`config.mk`:
```
export PLATFORM = sky130hd
export DESIGN_NAME = lsh_front
export DESIGN_NICKNAME = d
export VERILOG_FILES = /design/src/hdl/lsh_pkg.sv /design/src/hdl/lsh_front.sv
export SDC_FILE = /design/constraint.sdc
export NUM_CORES = 1
export LEC_CHECK = 0
export BUFFER_PORTS_ARGS = -buffer_cell sky130_fd_sc_hd__buf_2
export CAP_MARGIN = 15
export CORE_AREA = 2 2 294 296
export DETAILED_ROUTE_END_ITERATION = 12
export DIE_AREA = 0 0 296 298
export PLACE_DENSITY_LB_ADDON = 0.1
export SLEW_MARGIN = 5
export SYNTH_ARGS = -nofsm -noshare
export SYNTH_HDL_FRONTEND = slang
export SYNTH_SLANG_ARGS = --single-unit
```
`constraint.sdc`:
```
create_clock -name clock -period 8.3 [get_ports clock]
set_input_delay 0.415 -clock clock [delete_from_list [all_inputs] [get_ports clock]]
set_output_delay 0.415 -clock clock [all_outputs]
set_load 0.1 [all_outputs]
```
`src/hdl/lsh_pkg.sv`:
```
// ----------------------------------------------------------------------------
// Lambert shader package
// Request, response and pipeline types and constants of the fragment shader.
// ----------------------------------------------------------------------------
`default_nettype none

package lsh_pkg;

   localparam int QUEUE_DEPTH = 4;
   localparam int OUT_DEPTH   = 2;
   localparam int NUM_STAGES  = 32;
   localparam int DEPTH_EPS   = 17;
   localparam int AMBIENT     = 3277;

   typedef struct packed {
      logic signed [31:0] u_over_z;
      logic signed [31:0] v_over_z;
      logic signed [31:0] one_over_z;
      logic signed [15:0] normal_x;
      logic signed [15:0] normal_y;
      logic signed [15:0] normal_z;
      logic        [7:0]  texel_red;
      logic        [7:0]  texel_green;
      logic        [7:0]  texel_blue;
   } req_type;

   typedef struct packed {
      logic signed [31:0] tex_u;
      logic signed [31:0] tex_v;
      logic               uv_valid;
      logic        [7:0]  shade_red;
      logic        [7:0]  shade_green;
      logic        [7:0]  shade_blue;
   } rsp_type;

   typedef struct packed {
      logic        [47:0] rem_u;
      logic        [47:0] rem_v;
      logic        [31:0] q_u;
      logic        [31:0] q_v;
      logic        [31:0] wabs;
      logic               neg_u;
      logic               neg_v;
      logic               ovf_u;
      logic               ovf_v;
      logic               uv_valid;
      logic signed [15:0] nx;
      logic signed [15:0] ny;
      logic signed [15:0] nz;
      logic signed [18:0] s;
      logic        [31:0] l2;
      logic        [33:0] ss;
      logic               en;
      logic        [34:0] kk;
      logic        [61:0] rhs;
      logic        [63:0] pp;
      logic        [49:0] qq;
      logic        [14:0] dd;
      logic        [7:0]  red;
      logic        [7:0]  green;
      logic        [7:0]  blue;
   } pipe_type;

endpackage

`default_nettype wire

```
`src/hdl/lsh_front.sv`:
```
// ----------------------------------------------------------------------------
// Lambert shader front end
// Classifies each request (depth test, magnitudes, overflow) and queues it.
// ----------------------------------------------------------------------------
`default_nettype none

module lsh_front #(
   parameter int QUEUE_DEPTH = lsh_pkg::QUEUE_DEPTH
) (
   input  wire              clock,
   input  wire              reset,
   input  wire              req_push,
   output logic             req_full,
   input  lsh_pkg::req_type req_data,
   output lsh_pkg::pipe_type head,
   output logic             head_valid,
   input  wire              head_pop
);

   localparam int PW = (QUEUE_DEPTH > 1) ? $clog2(QUEUE_DEPTH) : 1;
   localparam int CW = $clog2(QUEUE_DEPTH + 1);

   lsh_pkg::pipe_type mem [QUEUE_DEPTH];
   lsh_pkg::pipe_type entry;
   logic [PW-1:0] wptr_ff, wptr_in, rptr_ff, rptr_in;
   logic [CW-1:0] count_ff, count_in;
   logic          push, pop;
   logic [31:0]   uabs, vabs, wabs;

   always_comb begin
      uabs = req_data.u_over_z[31] ? (~req_data.u_over_z + 32'd1) : req_data.u_over_z;
      vabs = req_data.v_over_z[31] ? (~req_data.v_over_z + 32'd1) : req_data.v_over_z;
      wabs = req_data.one_over_z[31] ? (~req_data.one_over_z + 32'd1)
                                     : req_data.one_over_z;
      entry          = '0;
      entry.rem_u    = {uabs, 16'd0};
      entry.rem_v    = {vabs, 16'd0};
      entry.wabs     = wabs;
      entry.neg_u    = req_data.u_over_z[31] ^ req_data.one_over_z[31];
      entry.neg_v    = req_data.v_over_z[31] ^ req_data.one_over_z[31];
      entry.ovf_u    = {16'd0, uabs} >= {wabs, 16'd0};
      entry.ovf_v    = {16'd0, vabs} >= {wabs, 16'd0};
      entry.uv_valid = wabs > 32'(lsh_pkg::DEPTH_EPS);
      entry.nx       = req_data.normal_x;
      entry.ny       = req_data.normal_y;
      entry.nz       = req_data.normal_z;
      entry.s        = {{3{req_data.normal_x[15]}}, req_data.normal_x}
                     + {{2{req_data.normal_y[15]}}, req_data.normal_y, 1'b0}
                     - {{3{req_data.normal_z[15]}}, req_data.normal_z};
      entry.red      = req_data.texel_red;
      entry.green    = req_data.texel_green;
      entry.blue     = req_data.texel_blue;
   end

   assign req_full   = count_ff == CW'(QUEUE_DEPTH);
   assign head_valid = count_ff != '0;
   assign push       = req_push && !req_full;
   assign pop        = head_pop && head_valid;
   assign head       = mem[rptr_ff];

   always_comb begin
      wptr_in  = wptr_ff;
      rptr_in  = rptr_ff;
      count_in = count_ff;
      if (push) begin
         wptr_in = (wptr_ff == PW'(QUEUE_DEPTH - 1)) ? '0 : wptr_ff + PW'(1);
      end
      if (pop) begin
         rptr_in = (rptr_ff == PW'(QUEUE_DEPTH - 1)) ? '0 : rptr_ff + PW'(1);
      end
      if (push && !pop) begin
         count_in = count_ff + CW'(1);
      end else if (pop && !push) begin
         count_in = count_ff - CW'(1);
      end
   end

   always_ff @(posedge clock) begin
      if (reset) begin
         wptr_ff  <= '0;
         rptr_ff  <= '0;
         count_ff <= '0;
      end else begin
         wptr_ff  <= wptr_in;
         rptr_ff  <= rptr_in;
         count_ff <= count_in;
      end
   end

   always_ff @(posedge clock) begin
      if (push) begin
         mem[wptr_ff] <= entry;
      end
   end

endmodule

`default_nettype wire

```
Word-level counts from Yosys, hierarchy flattened
Memory sizes are Yosys's and may differ from the RTL's. A register that Yosys moved wholly into a read port is not among the register bits.
Index checks and enable logic that the tools add are counted.
{"block": "totals", "reg_bits": 7, "ramBits": 768, "input_bits": 172, "out_inout_bits": 583, "elab_cells": 44, "mem_count": 1}
{"block": "classes", "n_addsub": 9, "magnitude_cmp": 3, "eq_ne": 3, "muxes": 11, "bitwise": 5, "reduce_logical": 9}
{"memory": "mem", "words": 4, "width": 192, "rd": 1, "rd_clocked_by_memory_dff": 1, "wr": 1, "line": "lsh_front.sv:23", "text": "lsh_pkg::pipe_type mem [QUEUE_DEPTH];"}
{"op": "adder 32 x 1 -> 32 bit, second input constant", "n": 3}
{"op": "greater-or-equal comparator 32 x 48 -> 1 bit", "n": 2}
{"op": "two-way mux 32 bit", "n": 3}
{"op": "NOT 32 bit", "n": 3}
{"op": "> comparator 32 x 5 -> 1 bit, second input constant", "n": 1}
{"op": "subtractor 18 x 16 -> 19 bit", "n": 1}
{"op": "adder 16 x 17 -> 18 bit", "n": 1}
{"op": "two-way mux 2 bit", "n": 4}
{"op": "two-way mux 3 bit", "n": 2}
{"op": "adder 2 x 1 -> 2 bit, second input constant", "n": 2}
{"op": "equality test 2 bit, second input constant", "n": 2}
{"op": "logical AND 1 bit", "n": 4}
{"op": "adder 3 x 1 -> 3 bit, second input constant", "n": 1}
{"op": "equality test 3 bit, second input constant", "n": 1}
{"op": "zero test 1 bit", "n": 3}
{"op": "nonzero test 3 bit", "n": 1}
{"op": "subtractor 3 x 1 -> 3 bit, second input constant", "n": 1}
{"op": "two-way mux 1 bit", "n": 2}
{"op": "nonzero test 2 bit", "n": 1}
{"op": "bitwise XOR 1 bit", "n": 2}

Depth between registers and ports, before layout
Gate-level depths: netlist (run 1).
{"block": "depth", "word_depth": 7, "depth_mapped": 17, "depth_no_buf": 17}

Least setup slack after synthesis (run 1)
No wires, ideal clock.
{"block": "synth_path", "kind": "register to register", "from": "register count_ff[0]", "to": "memory mem[0][0] (netlist name) (enable)", "setup_time_ps": 1102, "t_arrival_ps": 5137, "required_time_ps": 7198, "path_slack_ps": 2061, "path_stages_with_launch": 5, "path_buffers": 1, "period_less_slack_ps": 6239, "path_cell_list": "dfxtp_1 > nor3b_1 > nor2b_1 > clkbuf_1 > and2_1"}
{"block": "synth_between", "elab_chain_cells": 5}
{"item": "start, declared", "line": "lsh_front.sv:26", "text": "logic [CW-1:0] count_ff, count_in;"}
{"item": "start signal, assigned", "line": "lsh_front.sv:86", "text": "count_ff <= count_in;"}
{"item": "equality test 3 bit", "line": "lsh_front.sv:55", "text": "assign req_full = count_ff == CW'(QUEUE_DEPTH);"}
{"item": "via req_full", "line": "lsh_front.sv:13", "text": "output logic req_full,"}
{"item": "zero test 1 bit", "line": "lsh_front.sv:57", "text": "assign push = req_push && !req_full;"}
{"item": "logical AND 1 bit", "line": "lsh_front.sv:57"}
{"item": "via push", "line": "lsh_front.sv:27", "text": "logic push, pop;"}
{"item": "two-way mux 1 bit", "line": "lsh_front.sv:91", "text": "if (push) begin"}
{"item": "two-way mux 1 bit (implied by the code)", "line": "lsh_front.sv:92", "text": "mem[wptr_ff] <= entry;"}
{"item": "end, declared", "line": "lsh_front.sv:23"}
The timed path passes the listed nets, and every way through them passes these cells.

==> qor.csv, run 1 <==
stage;metric;value;unit
placement;final RePlAce weighted congestion;0.819;
floorplan;io pins;755;
worst_hold_path;Worst Hold Launch;req_data[41];
synthesis;ys async rst share;0;%
placement;Cell Area, Placed;37100;sq um
floorplan;Core ar.;84900;sq um
synthesis;Syn Area/Cell;17.1;sq um
synthesis;Post-synth top cells;768 x edfxtp_1, 389 x buf_4, 192 x mux4_2;
synthesis;Synth Warn #;0;
worst_setup_path;Critical Path Source Type;flip-flop;
cts;clk sink count;777;
worst_hold_path;Min-Delay Endpoint;mem[2][60]$_DFFE_PP_;
worst_setup_path;WP data arrival;3900;ps
synthesis;Post-Syn Area;35300;sq um
cts;setup bufs post-CTS;0;
floorplan;FP Rows;107;
cts;CTS max path bufs;3;
global_routing;initial antenna violation count;10;
final_layout;layout cells sized above 1;27.7;%
power_and_ir_drop;Static Leak;14.6;nW
worst_setup_path;Critical Path RT;7890;ps
worst_setup_path;R2R Path Start;count_ff[0]$_SDFFE_PP0P_;
placement;dpl cells;3531;
power_and_ir_drop;maximum VDD drop;0.282;mV
route;final WL;83100;microns
sta;Worst Tran Pin Value;1230;ps
run;MaxCap Viol Count;0;
route;DRC;0;
cts;TritonCTS Buffers;85;
final_layout;fin nets;2776;
placement;I/O Buffers;365;
worst_hold_path;worst hold path type;input port to flip-flop;
cts;number of H-tree levels;3;
worst_setup_path;CP Capture Type;output pin;
sta;ratio of final minimum period to clock period;51.9;%
synthesis;dominant cells by area after synthesis;edfxtp_1 65%, mux4_2 12%, buf_4 8.3%;
floorplan;die area;88200;sq um
sta;worst-case headroom to the max-slew limit;15.6;%
cts;CTS tree;yes;
sta;final hold vios;0;
global_routing;Tot GR Track Use;18.7;%
cts;worst-skew pair later-pin latency;630;ps
synthesis;area share of the largest cell type after synthesis;65.3;%
final_layout;design area;40300;sq um
route;drt pass-1 iters;5;
floorplan;die height;298;microns
global_routing;grt ovf;0;
sta;RSZ-0062 raised after global routing;no;
sta;setup TNS;0;ps
final_layout;fill cell count;7476;
sta;Final min period;4310;ps
synthesis;most common cell in the netlist;edfxtp_1;
route;WL/cell;22.2;microns
outcome;status;complete, no violations;
power_and_ir_drop;P per Cell Area;365;nW/um^2
global_routing;vias in the first global route;18918;
placement;hpwl dp;54000;microns
final_layout;P&R area growth vs syn;14.2;%
synthesis;flops & latches, synth;777;
worst_hold_path;WHS Path Cells;1;
power_and_ir_drop;PnR Total Power;0.0147;W
route;remaining antenna violation count;0;
sta;final setup vio count;0;
synthesis;Post-Syn Instances;2066;
worst_setup_path;Reg2Reg Depth;4;
synthesis;synth unique cells;63;
sta;fin. max-slew vios;0;
route;routed vias/inst;4.85;
route;violation count after the first detailed-routing iteration;1182;
floorplan;Die X;296;microns
cts;Root Buffer;clkbuf_16;
sta;clk_skew;27.1;ps
worst_setup_path;FF-to-FF setup slack;5370;ps
worst_setup_path;RR Endpoint;mem[0][14]$_DFFE_PP_;
worst_setup_path;Worst Path Max Fanout;47;
cts;Worst-path clk slew;60;ps
synthesis;sequential area share after synthesis;65.8;%
synthesis;largest area contributor in the netlist;edfxtp_1;
sta;Max Clk Rate;0.232;GHz
synthesis;number of synthesized flops with an enable pin;768;
synthesis;main flop type after synthesis;edfxtp_1;
route;DR vias;18166;
global_routing;first-pass GRT wire length;122000;microns
final_layout;non-filler instance count after layout;3743;
global_routing;largest net degree at the start of global routing;108;
worst_setup_path;CP Class;flip-flop to output pin;
floorplan;starting density of the core;41.6;%
## timing repair
action	4_1_cts	5_1_grt
hold buffers	53	0
hold endpoints to repair	202	0
gates resized for setup	0	0
## flip-flops by register name, summed over array words and instances (netlist names), named ones only
register  count
wptr_ff       2
count_ff      3
rptr_ff       2
mem         768
## kinds of logic (layout without fill, tap and decap cells)
family	Yosys count	after routing	synth area share, %
flops	777	777	65.8
buf+inv	549	688	9.99
simple gates	220	220	3.40
mux	198	198	12.4
compound gates	135	135	2.59
xor+xnor	109	109	2.70
fa+ha+maj	77	77	3.11
other cells	1	395	0.0106
## layout by cell type (no fill, tap or decap), types with 11 or more instances in the layout
cell	instances
clkinv_2	19
xor2_1	27
nor2_1	32
nor4_1	15
nor3_1	20
edfxtp_1	768
clkbuf_16	86
o21ai_0	37
clkbuf_1	13
ha_1	59
mux4_2	192
fa_1	18
nand4_1	11
dlygate4sd3_1	53
or3_1	12
buf_2	365
inv_1	103
nand3_1	15
conb_1	389
xnor2_1	82
a21oi_1	22
nand2_1	59
clkinv_1	17
or4_1	12
o31ai_1	24
## layout make-up
cell class                      count  area, sq um  area share (%)
Tap cell                         1144         1430            3.55
Clock inverter                     54          505            1.25
Clock buffer                       99         2200            5.45
Multi-Input combinational cell   1128        10000            24.8
Antenna cell                        6         15.0          0.0372
Sequential cell                   777        23200            57.6
Timing Repair Buffer              432         2540            6.29
Inverter                          103          387           0.958
## per-layer routing
metal	global-route usage [%]	routed length, microns	vias to the layer above	share of wire, %
li1	-	-	8089	-
met1	23.8	33500	9404	40
met2	31.3	41700	547	50
met3	5.07	6070	118	7.3
met4	5.04	1790	8	2.1
met5	0	46	-	0.055
## power by group
group          switching (W)  internal [W]
clock                0.00152       0.00213
combinational        0.00503       0.00109
sequential          0.000113       0.00485
total                0.00667       0.00807
## worst max path at each step
stage,to,from,depth (start not counted)
2_1_floorplan,mem[0][0]$_DFFE_PP_,count_ff[0]$_SDFFE_PP0P_,4
3_3_place_gp,mem[0][93]$_DFFE_PP_,req_data[140],16
3_5_place_dp,mem[1][93]$_DFFE_PP_,req_data[140],16
4_1_cts,head[332],flip-flop,4
5_1_grt,head[349],flip-flop,4
6_report,head[349],flip-flop,4
## critical path, cell delays in order (launching register included)
cell and delay [ps]:
dfxtp_4 570, buf_4 710, buf_4 870, mux4_2 610, buf_2 320
## metrics by stage
| step | hold slack [ps] | util, % | setup WS, ps |
|---|---|---|---|
| floorplan | 447 | - | 2060 |
| global route | 18.1 | 47.5 | 3590 |
| global placement | 461 | 43.7 | 3720 |
| CTS | 1.17 | 47.5 | 3790 |
| detailed placement | 476 | 43.7 | 3690 |
| finish | 40.2 | 47.5 | 3990 |
Power figures use the tool's default switching activity.
==> run 2, diff against run 1 <==
Clock period 8.3 ns to 4.04 ns, I/O delays scaled along.
==> qor.csv, run 2 (same netlist as run 1, synthesis figures left out) <==
stage;metric;value;unit;change
power_and_ir_drop;Sw Ratio;44.8;%;was 45.3%
cts;number of H-tree levels;3;;unchanged
run;MaxCap Viol Count;0;;unchanged
sta;RSZ-0062 raised after global routing;no;;unchanged
route;final WL;83400;microns;was 83100 microns
sta;clk_skew;19.6;ps;was 27.1 ps
final_layout;max reg flops;768;;unchanged
final_layout;fin nets;2896;;was 2776
sta;Max Clk Rate;0.262;GHz;
route;violation count after the first detailed-routing iteration;1219;;was 1182
cts;CTS max path bufs;3;;unchanged
final_layout;layout cells sized above 1;29.8;%;was 27.7%
floorplan;die height;298;microns;unchanged
global_routing;vias in the first global route;19377;;was 18918
route;met2 wire length;41200;microns;was 41700 microns
power_and_ir_drop;Logic pwr share;41.6;%;about the same
cts;worst-skew pair later-pin latency;630;ps;about the same
sta;Worst Tran Pin Value;950;ps;was 1230 ps
outcome;status;complete, no violations;;unchanged
global_routing;initial antenna violation count;14;;was 10
final_layout;Finished Core Util;49.0;%;was 47.5%
worst_hold_path;Worst Hold Launch;req_data[98];;was req_data[41]
worst_setup_path;Critical Path Source Type;input port;;was flip-flop
route;routed wl met3;5400;microns;was 6070 microns
final_layout;P&R area growth vs syn;17.7;%;was 14.2%
sta;ratio of final minimum period to clock period;94.6;%;
worst_setup_path;Critical Path Start;req_data[136];;
worst_setup_path;Worst Path Max Fanout;5;;was 47
route;DRC;0;;unchanged
route;metal1 wirelength;34700;microns;was 33500 microns
floorplan;starting density of the core;41.6;%;unchanged
worst_setup_path;WP data arrival;4170;ps;was 3900 ps
floorplan;FP Rows;107;;unchanged
cts;CTS tree;yes;;unchanged
placement;hpwl dp;57100;microns;was 54000 microns
global_routing;Tot GR Track Use;18.7;%;about the same
cts;Root Buffer;clkbuf_16;;unchanged
placement;final RePlAce weighted congestion;0.817;;was 0.819
placement;Cell Area, Placed;37900;sq um;was 37100 sq um
cts;TritonCTS Buffers;87;;was 85
cts;Worst-path clk slew;60;ps;about the same
sta;Final min period;3820;ps;
worst_setup_path;Critical Path RT;4390;ps;was 7890 ps
floorplan;io pins;755;;unchanged
worst_setup_path;R2R Path Start;count_ff[0]$_SDFFE_PP0P_;;unchanged
power_and_ir_drop;PnR Total Power;0.0306;W;was 0.0147 W
worst_setup_path;CP Capture Type;flip-flop;;was output pin
final_layout;design area;41600;sq um;was 40300 sq um
sta;fin. max-slew vios;0;;unchanged
cts;clk sink count;777;;unchanged
global_routing;grt ovf;0;;unchanged
route;remaining antenna violation count;0;;unchanged
global_routing;largest net degree at the start of global routing;63;;was 108
power_and_ir_drop;Static Leak;15.2;nW;was 14.6 nW
power_and_ir_drop;Clock Power Share;25.1;%;was 24.7%
final_layout;Most flops, register;mem;;unchanged
sta;final setup vio count;0;;unchanged
route;routed vias/inst;4.83;;was 4.85
placement;I/O Buffers;365;;unchanged
sta;final hold vios;0;;unchanged
power_and_ir_drop;part of the power in registers;33.3;%;was 33.7%
final_layout;commonest non-fill, non-tap cell in the layout;edfxtp_1;;unchanged
floorplan;Core ar.;84900;sq um;unchanged
sta;worst-case headroom to the max-slew limit;36.7;%;was 15.6%
floorplan;die area;88200;sq um;unchanged
route;WL/cell;21.6;microns;was 22.2 microns
final_layout;most frequent cells in the layout;768 x edfxtp_1, 389 x conb_1, 365 x buf_2;;unchanged
final_layout;biggest regs;mem: 768 flops, count_ff: 3 flops;;unchanged
route;drt pass-1 iters;5;;unchanged
route;DR vias;18681;;was 18166
global_routing;first-pass GRT wire length;123000;microns;was 122000 microns
worst_setup_path;CP Class;input port to flip-flop;;was flip-flop to output pin
power_and_ir_drop;P per Cell Area;737;nW/um^2;was 365 nW/um^2
power_and_ir_drop;cell-internal power;0.0169;W;was 0.00807 W
floorplan;Die X;296;microns;unchanged
power_and_ir_drop;switching pwr;0.0137;W;was 0.00667 W
route;Highest Signal Layer;met5;;unchanged
power_and_ir_drop;maximum VDD drop;0.533;mV;was 0.282 mV
worst_hold_path;worst hold path type;input port to flip-flop;;unchanged
final_layout;fill cell count;7339;;was 7476
==> run 2: worst max-delay path: stages <==
cell and delay (ps):
dlygate4sd3_1 550, buf_2 130, inv_1 70, ha_1 170, nand2_1 60, or4_1 450, or4_1 450, or3_1 360
o31ai_2 260, xnor2_2 190, ha_1 290, a21o_1 160, a21oi_1 150, nor2b_1 60, o21ai_0 160, a21oi_1 90
nor4_1 190, a21oi_1 170
==> run 2: final cells by class <==
class                      instances  area (sq um)  area share [%]
clock inverter                    54           469            1.13
sequential                       777         23200            55.9
inverter                         103           387           0.930
multi-input combinational       1128         10000            24.2
timing repair buffer             550          3630            8.74
clock buffer                     105          2330            5.61
tap                             1144          1430            3.44
antenna                            8          20.0          0.0482
==> run 2: power groups by stage <==
stage	Sequential, W	Combinational (W)	Clock [W]
global route	0.0103	0.0132	0.00820
detailed placement	0.0104	0.0128	0
finish	0.0102	0.0127	0.00768
floorplan	0.0103	0.0108	0
global placement	0.0103	0.0128	0
CTS	0.0102	0.0129	0.00790
==> run 2: per-layer routing <==
layer,global-route usage [%],vias to the layer above
met3,4.35,136
li1,-,8350
met4,4.69,10
met5,0,-
met1,24.6,9610
met2,31.3,575
==> run 2: what timing repair did <==
item | CTS | global route
setup buffers | 0 | 0
gates resized for setup | 0 | 3
hold buffers | 86 | 0
setup endpoints to repair | 0 | 8
hold endpoints to repair | 347 | 0
==> run 2: metrics by stage <==
stage,TNS [ps],std cells,hold WS (ps),worst slack [ps]
5_1_grt,0,3867,20.6,7.74
3_5_place_dp,-1190,3616,421,-157
6_report,0,3869,41.2,220
2_1_floorplan,0,2454,271,139
3_3_place_gp,-524,3616,413,-104
4_1_cts,0,3861,4.65,178
==> run 2: path summary, 6_finish.rpt <==
path              slack [ps]  depth (start not counted)                    end
setup reg to reg        1450                          4   mem[2][13]$_DFFE_PP_
setup / recovery         220                         18   mem[0][93]$_DFFE_PP_
hold / removal            40                          2  mem[0][122]$_DFFE_PP_
hold reg to reg          480                          2              flip-flop
